===== src/rtl/core/mnc_pkg.sv =====
// shared widths, register indexes and word types for the mine neighbour counter
package mnc_pkg;

	localparam int ROW_W    = 16;   // cells carried by one row word
	localparam int IDX_W    = 10;   // row index width
	localparam int CNT_W    = 4;    // one neighbour count nibble
	localparam int COLS_W   = 5;    // num_cols register width
	localparam int ROWS_W   = 11;   // num_rows register width
	localparam int MAX_ROWS = 1024;
	localparam int CFG_IDX_W  = 1;
	localparam int CFG_DATA_W = ROWS_W;
	localparam int OUT_DATA_W = 96; // row_index, mine_mask, counts, padded to bytes

	localparam logic [CFG_IDX_W-1:0] REG_NUM_COLS = 1'b0;
	localparam logic [CFG_IDX_W-1:0] REG_NUM_ROWS = 1'b1;

	// one row to be evaluated, with its neighbours above and below
	typedef struct packed {
		logic [IDX_W-1:0] idx;
		logic [ROW_W-1:0] up;
		logic [ROW_W-1:0] mid;
		logic [ROW_W-1:0] down;
		logic             done;
	} row_req_t;

	// one finished result word
	typedef struct packed {
		logic [IDX_W-1:0]       idx;
		logic [ROW_W-1:0]       mask;
		logic [ROW_W*CNT_W-1:0] counts;
		logic                   done;
	} row_res_t;

endpackage


===== src/rtl/core/mnc_lane.sv =====
// one cell lane: counts the mines among the eight neighbours of a cell
module mnc_lane
	import mnc_pkg::*;
(
	input  logic [2:0]       up_bits,
	input  logic [1:0]       side_bits,
	input  logic [2:0]       down_bits,
	input  logic             self_bit,
	output logic [CNT_W-1:0] count
);

	logic [CNT_W-1:0] sum;

	// popcount of the eight neighbour bits
	always_comb begin
		sum = CNT_W'(up_bits[0]) + CNT_W'(up_bits[1]) + CNT_W'(up_bits[2])
		    + CNT_W'(side_bits[0]) + CNT_W'(side_bits[1])
		    + CNT_W'(down_bits[0]) + CNT_W'(down_bits[1]) + CNT_W'(down_bits[2]);
	end

	// a mine cell reports zero
	assign count = self_bit ? '0 : sum;

endmodule


===== src/rtl/core/mnc_row_unit.sv =====
// row evaluator: masks the rows, runs one lane per cell and merges the nibbles
module mnc_row_unit
	import mnc_pkg::*;
#(
	parameter int ROW_CELLS = 16
) (
	input  row_req_t         req,
	input  logic [ROW_W-1:0] col_mask,
	output row_res_t         res
);

	logic [ROW_W-1:0]       up_m;
	logic [ROW_W-1:0]       mid_m;
	logic [ROW_W-1:0]       down_m;
	logic [ROW_W+1:0]       up_pad;
	logic [ROW_W+1:0]       mid_pad;
	logic [ROW_W+1:0]       down_pad;
	logic [ROW_W*CNT_W-1:0] counts;

	// drop cells past the column count, pad one empty cell on each side
	assign up_m     = req.up & col_mask;
	assign mid_m    = req.mid & col_mask;
	assign down_m   = req.down & col_mask;
	assign up_pad   = {1'b0, up_m, 1'b0};
	assign mid_pad  = {1'b0, mid_m, 1'b0};
	assign down_pad = {1'b0, down_m, 1'b0};

	// one lane per cell in use, unused cells give zero
	for (genvar j = 0; j < ROW_W; j++) begin : g_cell
		if (j < ROW_CELLS) begin : g_lane
			mnc_lane u_lane (
				.up_bits   (up_pad[j+2:j]),
				.side_bits ({mid_pad[j+2], mid_pad[j]}),
				.down_bits (down_pad[j+2:j]),
				.self_bit  (mid_pad[j+1]),
				.count     (counts[j*CNT_W +: CNT_W])
			);
		end else begin : g_empty
			assign counts[j*CNT_W +: CNT_W] = '0;
		end
	end

	// merge lane results into one word
	always_comb begin
		res.idx    = req.idx;
		res.mask   = mid_m;
		res.counts = counts;
		res.done   = req.done;
	end

endmodule


===== src/rtl/core/mnc_out_fifo.sv =====
// two-entry result queue between the row evaluator and the output port
module mnc_out_fifo
	import mnc_pkg::*;
(
	input  logic     clk,
	input  logic     arst_n,
	input  logic     push,
	input  row_res_t push_data,
	output logic     full,
	input  logic     pop,
	output logic     not_empty,
	output row_res_t head
);

	localparam int DEPTH = 2;
	localparam int PTR_W = $clog2(DEPTH);
	localparam int CNT_W_F = $clog2(DEPTH + 1);

	row_res_t           mem_q [DEPTH];
	logic [PTR_W-1:0]   wr_ptr_q;
	logic [PTR_W-1:0]   rd_ptr_q;
	logic [CNT_W_F-1:0] level_q;
	logic               do_push;
	logic               do_pop;

	assign full      = (level_q == CNT_W_F'(DEPTH));
	assign not_empty = (level_q != '0);
	assign do_push   = push && !full;
	assign do_pop    = pop && not_empty;
	assign head      = mem_q[rd_ptr_q];

	// storage
	always_ff @(posedge clk) begin
		if (do_push) begin
			mem_q[wr_ptr_q] <= push_data;
		end
	end

	// pointers and fill level
	always_ff @(posedge clk or negedge arst_n) begin
		if (!arst_n) begin
			wr_ptr_q <= '0;
			rd_ptr_q <= '0;
			level_q  <= '0;
		end else begin
			if (do_push) begin
				wr_ptr_q <= (wr_ptr_q == PTR_W'(DEPTH - 1)) ? '0 : wr_ptr_q + 1'b1;
			end
			if (do_pop) begin
				rd_ptr_q <= (rd_ptr_q == PTR_W'(DEPTH - 1)) ? '0 : rd_ptr_q + 1'b1;
			end
			if (do_push && !do_pop) begin
				level_q <= level_q + 1'b1;
			end else if (do_pop && !do_push) begin
				level_q <= level_q - 1'b1;
			end
		end
	end

endmodule


===== src/rtl/core/mine_neighbor_count.sv =====
// Results: a row's result is queued when the row below it is accepted; the
// final row of a grid is queued from its own registers after the result before it.
// Throughput: one row word per cycle while the result queue has room; input is held
// off after the final row of a grid, while that row's own result takes the row evaluator.
// Reset: arst_n clears row history, counters and queue; num_cols and num_rows go to 16.
module mine_neighbor_count
	import mnc_pkg::*;
#(
	parameter int ROW_CELLS = 16
) (
	input  logic                  clk,
	input  logic                  arst_n,
	// configuration writes
	input  logic                  cfg_valid,
	output logic                  cfg_ready,
	input  logic [CFG_IDX_W-1:0]  cfg_index,
	input  logic [CFG_DATA_W-1:0] cfg_data,
	// input row words
	input  logic                  s_axis_tvalid,
	output logic                  s_axis_tready,
	input  logic [ROW_W-1:0]      s_axis_tdata,   // [15:0] mine_row
	// result words
	output logic                  m_axis_tvalid,
	input  logic                  m_axis_tready,
	output logic [OUT_DATA_W-1:0] m_axis_tdata,   // [9:0] row_index, [25:10] mine_mask,
	                                              // [89:26] counts, [95:90] zero
	output logic                  m_axis_tlast    // grid_done
);

	logic [COLS_W-1:0] num_cols_q;
	logic [ROWS_W-1:0] num_rows_q;
	logic [COLS_W-1:0] eff_cols;
	logic [ROWS_W-1:0] eff_rows;
	logic [ROW_W-1:0]  col_mask;

	logic [ROW_W-1:0]  row_above_q;
	logic [ROW_W-1:0]  row_cur_q;
	logic [IDX_W-1:0]  row_cnt_q;
	logic              tail_v_q;
	logic [ROW_W-1:0]  tail_up_q;
	logic [ROW_W-1:0]  tail_mid_q;
	logic [IDX_W-1:0]  tail_idx_q;

	logic              accept;
	logic              last_row;
	logic [ROW_W-1:0]  row_in;
	row_req_t          req;
	row_res_t          res;
	row_res_t          head;
	logic              push;
	logic              fifo_full;
	logic              fifo_nempty;

	// configuration registers, always writable
	assign cfg_ready = 1'b1;

	always_ff @(posedge clk or negedge arst_n) begin
		if (!arst_n) begin
			num_cols_q <= COLS_W'(16);
			num_rows_q <= ROWS_W'(16);
		end else if (cfg_valid) begin
			unique case (cfg_index)
				REG_NUM_COLS: num_cols_q <= cfg_data[COLS_W-1:0];
				REG_NUM_ROWS: num_rows_q <= cfg_data;
				default: ;
			endcase
		end
	end

	// clamp the grid size and build the column mask
	always_comb begin
		eff_cols = num_cols_q;
		if (eff_cols == '0) eff_cols = COLS_W'(1);
		if (eff_cols > COLS_W'(ROW_CELLS)) eff_cols = COLS_W'(ROW_CELLS);
		eff_rows = num_rows_q;
		if (eff_rows == '0) eff_rows = ROWS_W'(1);
		if (eff_rows > ROWS_W'(MAX_ROWS)) eff_rows = ROWS_W'(MAX_ROWS);
		for (int j = 0; j < ROW_W; j++) begin
			col_mask[j] = (COLS_W'(j) < eff_cols);
		end
	end

	// input handshake: hold off while the final row still waits its turn or the result queue is full
	assign s_axis_tready = !tail_v_q && !fifo_full;
	assign accept        = s_axis_tvalid && s_axis_tready;
	assign row_in        = s_axis_tdata & col_mask;
	assign last_row      = ({1'b0, row_cnt_q} + 1'b1) >= eff_rows;

	// select what the evaluator works on this cycle
	always_comb begin
		if (tail_v_q) begin
			req.idx  = tail_idx_q;
			req.up   = tail_up_q;
			req.mid  = tail_mid_q;
			req.down = '0;
			req.done = 1'b1;
			push     = !fifo_full;
		end else begin
			req.idx  = row_cnt_q - 1'b1;
			req.up   = row_above_q;
			req.mid  = row_cur_q;
			req.down = row_in;
			req.done = 1'b0;
			push     = accept && (row_cnt_q != '0);
		end
	end

	// row history and the pending final row
	always_ff @(posedge clk or negedge arst_n) begin
		if (!arst_n) begin
			row_above_q <= '0;
			row_cur_q   <= '0;
			row_cnt_q   <= '0;
			tail_v_q    <= 1'b0;
		end else begin
			if (tail_v_q && !fifo_full) begin
				tail_v_q <= 1'b0;
			end
			if (accept) begin
				if (last_row) begin
					row_above_q <= '0;
					row_cur_q   <= '0;
					row_cnt_q   <= '0;
					tail_v_q    <= 1'b1;
				end else begin
					row_above_q <= row_cur_q;
					row_cur_q   <= row_in;
					row_cnt_q   <= row_cnt_q + 1'b1;
				end
			end
		end
	end

	// final row payload
	always_ff @(posedge clk) begin
		if (accept && last_row) begin
			tail_up_q  <= row_cur_q;
			tail_mid_q <= row_in;
			tail_idx_q <= row_cnt_q;
		end
	end

	mnc_row_unit #(
		.ROW_CELLS (ROW_CELLS)
	) u_row_unit (
		.req      (req),
		.col_mask (col_mask),
		.res      (res)
	);

	mnc_out_fifo u_out_fifo (
		.clk       (clk),
		.arst_n    (arst_n),
		.push      (push),
		.push_data (res),
		.full      (fifo_full),
		.pop       (m_axis_tready),
		.not_empty (fifo_nempty),
		.head      (head)
	);

	// output word packing
	assign m_axis_tvalid = fifo_nempty;
	assign m_axis_tdata  = {{(OUT_DATA_W - IDX_W - ROW_W - ROW_W*CNT_W){1'b0}},
	                        head.counts, head.mask, head.idx};
	assign m_axis_tlast  = head.done;

endmodule


===== config.mk =====
export PLATFORM = sky130hd
export DESIGN_NAME = mine_neighbor_count
export DESIGN_NICKNAME = d
export VERILOG_FILES = /design/src/rtl/core/mnc_pkg.sv /design/src/rtl/core/mnc_lane.sv /design/src/rtl/core/mnc_row_unit.sv /design/src/rtl/core/mnc_out_fifo.sv /design/src/rtl/core/mine_neighbor_count.sv
export SDC_FILE = /design/constraint.sdc
export NUM_CORES = 1
export LEC_CHECK = 0
export ABC_CLOCK_PERIOD_IN_PS = 6800
export BUFFER_PORTS_ARGS = -buffer_cell sky130_fd_sc_hd__buf_2
export CORE_MARGIN = 1.5
export CORE_UTILIZATION = 45
export CTS_CLUSTER_SIZE = 24
export DETAILED_ROUTE_END_ITERATION = 6
export GPL_ROUTABILITY_DRIVEN = 1
export GPL_TIMING_DRIVEN = 1
export PLACE_DENSITY_LB_ADDON = 0.05
export SLEW_MARGIN = 15
export SYNTH_ARGS = -nofsm -noshare
export SYNTH_HDL_FRONTEND = slang
export SYNTH_HIERARCHICAL = 1
export SYNTH_SLANG_ARGS = --single-unit

===== constraint.sdc =====
create_clock -name clk -period 6.8 [get_ports clk]
set_input_delay 0.68 -clock clk [delete_from_list [all_inputs] [get_ports clk]]
set_output_delay 0.68 -clock clk [all_outputs]
set_load 0.03 [all_outputs]

### Word level (Yosys, flattened, before mapping)

Memories as Yosys holds them, arrays and structs flattened.
Cells that the tools add are included.

| word-level totals | value |
|---|---|
| flip-flop bits (word level) | 105 |
| output and inout bits | 100 |
| logic and storage cells | 204 |
| memory bits (writable) | 182 |
| input bits | 33 |
| memories kept | 1 |

Memory list:

| memory | depth | width | read ports | clocked after Yosys merged registers in | wr ports | line | text |
|---|---|---|---|---|---|---|---|
| u_out_fifo.mem_q | 2 | 91 | 1 | 0 | 1 | mnc_out_fifo.sv:19 | `row_res_t mem_q [DEPTH];` |

| cells by class | value |
|---|---|
| add/sub/neg operators | 112 |
| equality and inequality tests | 1 |
| bitwise gates (word level) | 5 |
| order comparisons | 19 |
| multiplexer cells | 34 |
| reductions and logical operators | 20 |

Operators by type and width:

| kind | number |
|---|---|
| $add A4 B1 Y4 | 90 |
| $and A16 B16 Y16 | 4 |
| $mux W4 | 16 |
| $mux W59 | 1 |
| $lt A4 B5 Y1 const A | 8 |
| $mux W16 | 2 |
| $add A1 B1 Y2 | 15 |
| $mux W11 | 2 |
| $lt A3 B5 Y1 const A | 4 |
| $add A10 B1 Y11 const B | 1 |
| $ge A11 B11 Y1 | 1 |
| $gt A11 B11 Y1 const B | 1 |
| $logic_not A11 Y1 | 1 |
| $add A10 B1 Y10 const B | 1 |
| $lt A1 B5 Y1 const A | 2 |
| $lt A2 B5 Y1 const A | 2 |
| $mux W10 | 1 |
| $mux W5 | 2 |
| $reduce_bool A10 Y1 | 1 |
| $sub A10 B1 Y10 const B | 1 |
| $logic_and A1 B1 Y1 | 9 |
| $mux W1 | 8 |
| $gt A5 B5 Y1 const B | 1 |
| $logic_not A5 Y1 | 1 |
| other kinds (9) | 16 |

### Depth between registers and ports, before layout

Gate-level depths: netlist of the first run.

| logic depth | value |
|---|---|
| depth after elaboration | 16 |
| depth in mapped cells | 16 |

### Modules after synthesis

The synthesis of the first run kept the hierarchy.

Modules (own cells, without submodules):

| module | area an instance (um^2) | times used | cells each |
|---|---|---|---|
| mnc_out_fifo | 7164.4 | 1 | 302 |
| mine_neighbor_count | 5228.8 | 1 | 502 |
| mnc_lane | 195.2 | 16 | 23 |
| mnc_row_unit | 386.6 | 1 | 60 |

### Worst setup path before layout of the first run

No wires, ideal clock.

| timing | value |
|---|---|
| path type | reg2reg |
| start point | reg row_cnt_q[0] |
| end point | mem u_out_fifo/mem_q[0][0] (netlist name), enable pin |
| library setup time | 0.541 ns |
| arrival time | 4.971 ns |
| cell stages (with the launch flop) | 8 |
| slack | 1.288 ns |
| path buffers | 0 |
| cell sequence | dfrtp_1 inv_1 ha_1 nand4b_1 a21oi_1 nor2_1 nand2_1 nor2_1 |

| on the way | value |
|---|---|
| longest elaborated chain between the ends | 6 |

RTL lines:

| what | line | text |
|---|---|---|
| start: declaration | mine_neighbor_count.sv:38 | `logic [IDX_W-1:0] row_cnt_q;` |
| start signal: assignment | mine_neighbor_count.sv:128 | `row_cnt_q <= row_cnt_q + 1'b1;` |
| $reduce_bool A10 Y1 | mine_neighbor_count.sv:104 | `push = accept && (row_cnt_q != '0);` |
| $logic_and A1 B1 Y1 | mine_neighbor_count.sv:104 |  |
| $mux W1 | mine_neighbor_count.sv:91 | `if (tail_v_q) begin` |
| net push | mine_neighbor_count.sv:50 | `logic push;` |
| $logic_and A1 B1 Y1 | mnc_out_fifo.sv:28 | `assign do_push = push && !full;` |
| $mux W1 | mnc_out_fifo.sv:34 | `if (do_push) begin` |
| $mux W1 (implied by the code) | mnc_out_fifo.sv:35 | `mem_q[wr_ptr_q] <= push_data;` |
| end: declaration | mnc_out_fifo.sv:19 |  |

The timed path passes the listed nets, and every way through them passes these cells.

==> results of run 1 <==
## report_power, final
part           internal (mW)  switching [mW]
sequential              2.94           0.296
combinational           1.90            2.89
clock                   1.10           0.684
total                   5.94            3.87
## registers in the layout, summed over array words and instances (netlist names)
name and count:
tail_mid_q 16, u_out_fifo/wr_ptr_q 1, tail_up_q 16, row_above_q 16
u_out_fifo/level_q 2, num_cols_q 5, tail_v_q 1, u_out_fifo/mem_q 182
u_out_fifo/rd_ptr_q 1, tail_idx_q 10, row_cnt_q 10, num_rows_q 11
row_cur_q 16
## cells in the final DEF, fill, tap and decap left out, types with 19 or more instances in the layout
master | netlist | layout
mux2_2 | 59 | 59
xor2_1 | 22 | 22
dfrtp_1 | 61 | 59
and2_1 | 50 | 49
a21oi_1 | 24 | 24
inv_1 | 183 | 183
o21ai_0 | 34 | 34
nor2b_1 | 19 | 19
buf_2 | 16 | 125
nand2_1 | 119 | 118
ha_1 | 63 | 63
edfxtp_1 | 224 | 224
fa_1 | 64 | 64
clkbuf_16 | 0 | 37
nor2_1 | 58 | 57
mux2_4 | 80 | 80
## area by class of cell
type	instances	area [um^2]	share of cell area
Multi-Input combinational cell	712	6490	0.363
Clock buffer	47	993	0.0556
Clock inverter	15	126	0.00707
Sequential cell	287	8310	0.465
Tap cell	455	569	0.0318
Inverter	184	691	0.0386
Timing Repair Buffer	135	701	0.0392
## worst min path at each step
stage	startpoint	end	slack, ns	cells after the start
after floorplan	arst_n	num_cols_q[0]	0.38	0
after global placement	row_above_q[15]	row_above_q[15]	0.46	2
after detailed placement	row_above_q[8]	row_above_q[8]	0.47	2
after CTS	s_axis_tdata[0]	tail_mid_q[0]	0.37	1
after global routing	s_axis_tdata[0]	tail_mid_q[0]	0.37	1
final	arst_n	num_rows_q[0]	0.38	2
## cells by family (layout without fill, tap and decap cells)
kind of cell	count (synthesis)	in the layout	share of synthesized area
and+or+nand+nor	301	301	0.100
muxes	139	139	0.117
buffers and inverters	246	381	0.0736
DFF	287	287	0.522
xor gates and xnor gates	36	36	0.0198
other	3	16	0.000708
adders and majority gates	127	127	0.130
AOI/OAI and AO/OA	93	93	0.0360
## per-layer routing
layer  global-route usage  wire (um)  up-vias
met5                    0          0        -
met4               0.0409        508        0
met3               0.0261        964       38
met2                0.271      13600      123
met1                0.225      13600     4233
li1                     -          -     4342
==> flow_summary.toml, run 1 <==
[timing]
rsz0062_at_grt = "no"
fmax_ghz = 0.232
timing.final.hold_violations = 0
fin_crit_ns = 4.32
setup_ws_ns = 2.48
maxSlewViolCount = 0
post-route-period-util = 0.635
holdWs_ns = 0.380
tns_ns = 0
worstMarginPinSlew_ns = 1.08
setup_viol = 0
finClkSkew_ns = 0.00785
relSlewSlack = 0.280

[yosys]
synth_area_per_cell_um2 = 12.9
synth_seq_cells = 287
syn_inst = 1232
ys_warn_count = 6
ys.flop_type = "edfxtp_1"
yosysTopAreaCellShare = 0.423
synth_edf_count = 224
synth.area.top_cells = "edfxtp_1 42%, dfrtp_1 9.6%, fa_1 8.1%"
yosys.area.top_type = "edfxtp_1"
async_flop_share = 0.220
yosysMostFrequentCell = "edfxtp_1"
synthDistinctLibCells = 56
synth_area_um2 = 15900
yosys-top-cells-count = "224 x edfxtp_1, 183 x inv_1, 119 x nand2_1"
synth_seq_area_share = 0.522

[setup_path]
crit_path_end_kind = "flop"
cp_num_buf_inv = 3
r2r_slack_ns = 2.48
start_kind = "flop"
crit_family = "adder cells"
crit_path_frequent_cell = "fa_1"
slowest_delay_ns = 0.97
crit_end = "u_out_fifo/mem_q[1][43]"
cp.arrival_ns = 4.54
r2r-end = "u_out_fifo/mem_q[1][43]"
critPathSlowestCell = "dfrtp_2"
reg2reg_from = "tail_v_q"
crit_start = "tail_v_q"
criticalPathCategory = "reg2reg"
crit_fanout = 46
reg2reg_depth = 12
cp.depth = 12
cp_cell_sequence = "mux2_2 -> and2_1 -> fa_1 -> inv_1 -> fa_1 -> fa_1 -> inv_1 -> ha_1 -> inv_1 -> fa_1 -> xor2_1 -> nor2_1"
worstPathRequired_ns = 7.03

[layout]
design_area_um2 = 17900
fin_cells = 1835
insertedDiodeCount = 0
area_delta_synth_final_pct = 12.5
fin_nets = 1514
finish.utilization = 0.516
drive_gt1_frac = 0.264
fillers = 3038

[die]
rows = 68
start_util = 0.459
ios = 133
fp.dieW_um = 191
core_area_um2 = 34600
die_area_um2 = 36500
dieHeight_um = 191

[clock_network]
clk_pin_slew_ns = 0.05
cts_setup_buffers = 0
hold_buffers = 0
cts_htree_levels = 2
worstSkewPairLatency_ns = 0.50
cts_made_buffers = 34
cts_tree = "yes"
clock_sinks = 287
clock-root-buffer = "clkbuf_16"
cts_max_path_buffers = 3
cts-resized-gates = 0

[pwr]
ir_worst_vdd_mv = 0.241
leakage_nw = 7.63
p_per_area_nw_per_um2 = 548
finalPower_mw = 9.81

[placement]
dp.cells = 1773
hpwl_um = 19800
portBuffers = 125
gp_congestion = 0.751
postPlaceCellArea_um2 = 16800
post-place-ws_ns = 2.39

[routing]
drt_iter0_drc = 342
vias = 8736
ant_nets = 0
vias_per_cell = 4.76
wl_per_cell_um = 15.6
firstDrtPassIters = 4
routed_wl_um = 28600
drc = 0

[global_route]
grt_antenna_before_repair = 0
grt_use_total = 0.164
grt_pass1_vias = 9205
grt_overflow_total = 0
grt_pass1_wl_um = 47100
grt_max_degree = 64

[run_status]
status = "finished clean"

[job]
maxCapViolations = 0

[min_path]
hp-class = "in2async"
(Power assumes the default switching activity.)
==> run 2: changes to the inputs <==
ABC_CLOCK_PERIOD_IN_PS = 3900   (was 6800)
clock period = 3.9 ns   (was 6.8 ns; I/O delays follow)
==> run 2 against run 1 <==
  * Global-route usage rose by 0.30 points
  * Clock power rose by 66%
  * Sequential share of layout area is 0.96 points lower
  * Register-to-register slack got worse by 2.4 ns
  * Die area is the same
  * Critical path type unchanged
  * Largest power group unchanged
==> flow_summary.toml, run 2 (same netlist as run 1, synthesis figures left out) <==
[run_status]
status = "finished clean"

[timing]
maxSlewViolCount = 0
post-route-period-util = 0.971
relSlewSlack = 0.387
rsz0062_at_grt = "yes"
setup_viol = 0
timing.final.hold_violations = 0
worstMarginPinSlew_ns = 0.920
fmax_ghz = 0.264
tns_ns = 0
setup_ws_ns = 0.115
fin_crit_ns = 3.79
finClkSkew_ns = 0.00969

[pwr]
clkPwrFrac = 0.170
leakage_nw = 7.84
p_per_area_nw_per_um2 = 949
p_int_mw = 10.5
comb_power_share = 0.506
ir_worst_vdd_mv = 0.752
sequentialPowerShare = 0.324
switching_share = 0.394
p_sw_mw = 6.83

[global_route]
grt_overflow_total = 0
grt_use_total = 0.167
grt_max_degree = 60
grt_antenna_before_repair = 0
grt_pass1_wl_um = 48500
grt_pass1_vias = 9292

[clock_network]
worstSkewPairLatency_ns = 0.55
clock_sinks = 287
cts_tree = "yes"
cts_max_path_buffers = 3
cts_made_buffers = 31
cts_htree_levels = 1
clk_pin_slew_ns = 0.06
clock-root-buffer = "clkbuf_16"

[setup_path]
crit_family = "adder cells"
reg2reg_from = "tail_v_q"
slowest_delay_ns = 0.49
crit_end = "u_out_fifo/mem_q[0][31]"
r2r_slack_ns = 0.11
r2r-end = "u_out_fifo/mem_q[0][31]"
crit_fanout = 12
reg2reg_depth = 14
cp.depth = 14
cp.arrival_ns = 4.10
critPathSlowestCell = "fa_1"
crit_start = "tail_v_q"
start_kind = "flop"
criticalPathCategory = "reg2reg"
cp_num_buf_inv = 5
crit_path_frequent_cell = "fa_1"
crit_path_end_kind = "flop"
worstPathRequired_ns = 4.21
cp_cell_sequence = "buf_4 -> clkbuf_16 -> mux2_2 -> and2_1 -> fa_1 -> inv_1 -> fa_1 -> fa_1 -> inv_1 -> ha_1 -> inv_1 -> fa_1 -> xor2_1 -> nor2_1"

[layout]
top_register = "u_out_fifo/mem_q"
multi_input_area_um2 = 6560
drive_gt1_frac = 0.300
fin_nets = 1551
fin_cells = 1869
fillers = 3087
insertedDiodeCount = 0
largest_register_ffs = 182
area_delta_synth_final_pct = 14.9
design_area_um2 = 18300
seq_area_um2 = 8310
most-common-layout-cells = "224 x edfxtp_1, 183 x inv_1, 125 x buf_2, 118 x nand2_1, 80 x mux2_4"
final_common_cell = "edfxtp_1"

[routing]
drc = 0
vias = 8966
ant_nets = 0
met3WireLength_um = 1060
wirelength_met1_um = 14000
routed_wl_um = 29600
top_layer = "met4"
met2WireLength_um = 14100
drt_iter0_drc = 411
wl_per_cell_um = 15.8
vias_per_cell = 4.80
firstDrtPassIters = 4

[die]
core_area_um2 = 34600
fp.dieW_um = 191
die_area_um2 = 36500
rows = 68
dieHeight_um = 191
ios = 133
start_util = 0.459

[placement]
portBuffers = 125
hpwl_um = 20800
post-place-ws_ns = -0.000175
dp.cells = 1806
postPlaceCellArea_um2 = 17100
gp_congestion = 0.737

[min_path]
hp-class = "in2reg"

[job]
maxCapViolations = 0
run 2: power by group through the flow:
stage          registers (mW)  logic [mW]  clock network, mW
4_1_cts                  5.63        8.85               3.04
2_1_floorplan            5.48        6.92                  0
3_3_place_gp             5.64        8.66                  0
5_1_grt                  5.74        9.96               3.14
3_5_place_dp             5.69        8.79                  0
6_report                 5.62        8.77               2.95
run 2: routing by layer:
metal	track usage	vias up
li1	-	4404
met5	0	-
met3	0.0218	32
met1	0.234	4391
met2	0.277	139
met4	0.0354	0
run 2: repair_timing:
item                                    4_1_cts  5_1_grt
buffers inserted                              0        5
endpoints found under the hold margin        34        0
endpoints found under the setup margin        0       52
hold buffers                                  1        0
resized for setup                             0       37
run 2: how the worst min path moves through the flow:
stage               slack (ns)  cells after the start      startpoint        endpoint
floorplan                 0.09                      0          arst_n   num_cols_q[0]
global placement          0.46                      2  row_above_q[8]  row_above_q[8]
detailed placement        0.47                      2  row_above_q[8]  row_above_q[8]
CTS                       0.03                      2     cfg_data[8]   num_rows_q[8]
global route              0.04                      2     cfg_data[8]   num_rows_q[8]
finish                    0.07                      2     cfg_data[8]   num_rows_q[8]
run 2: area by class of cell:
class / instances / share of cell area
flip-flops and latches: 287 / 0.455
clock inverters: 23 / 0.0132
inverters: 184 / 0.0378
repair buffers: 175 / 0.0609
multi-input cells: 712 / 0.359
clock buffers: 33 / 0.0429
well taps: 455 / 0.0312
run 2: metrics by stage:
| stage | hold slack (ns) | util | power (mW) |
|---|---|---|---|
| after floorplan | 0.0944 | - | 12.4 |
| after global placement | 0.463 | 0.494 | 14.3 |
| after detailed placement | 0.467 | 0.494 | 14.5 |
| after CTS | 0.0323 | 0.524 | 17.5 |
| after global routing | 0.0426 | 0.527 | 18.8 |
| final | 0.0653 | 0.527 | 17.3 |
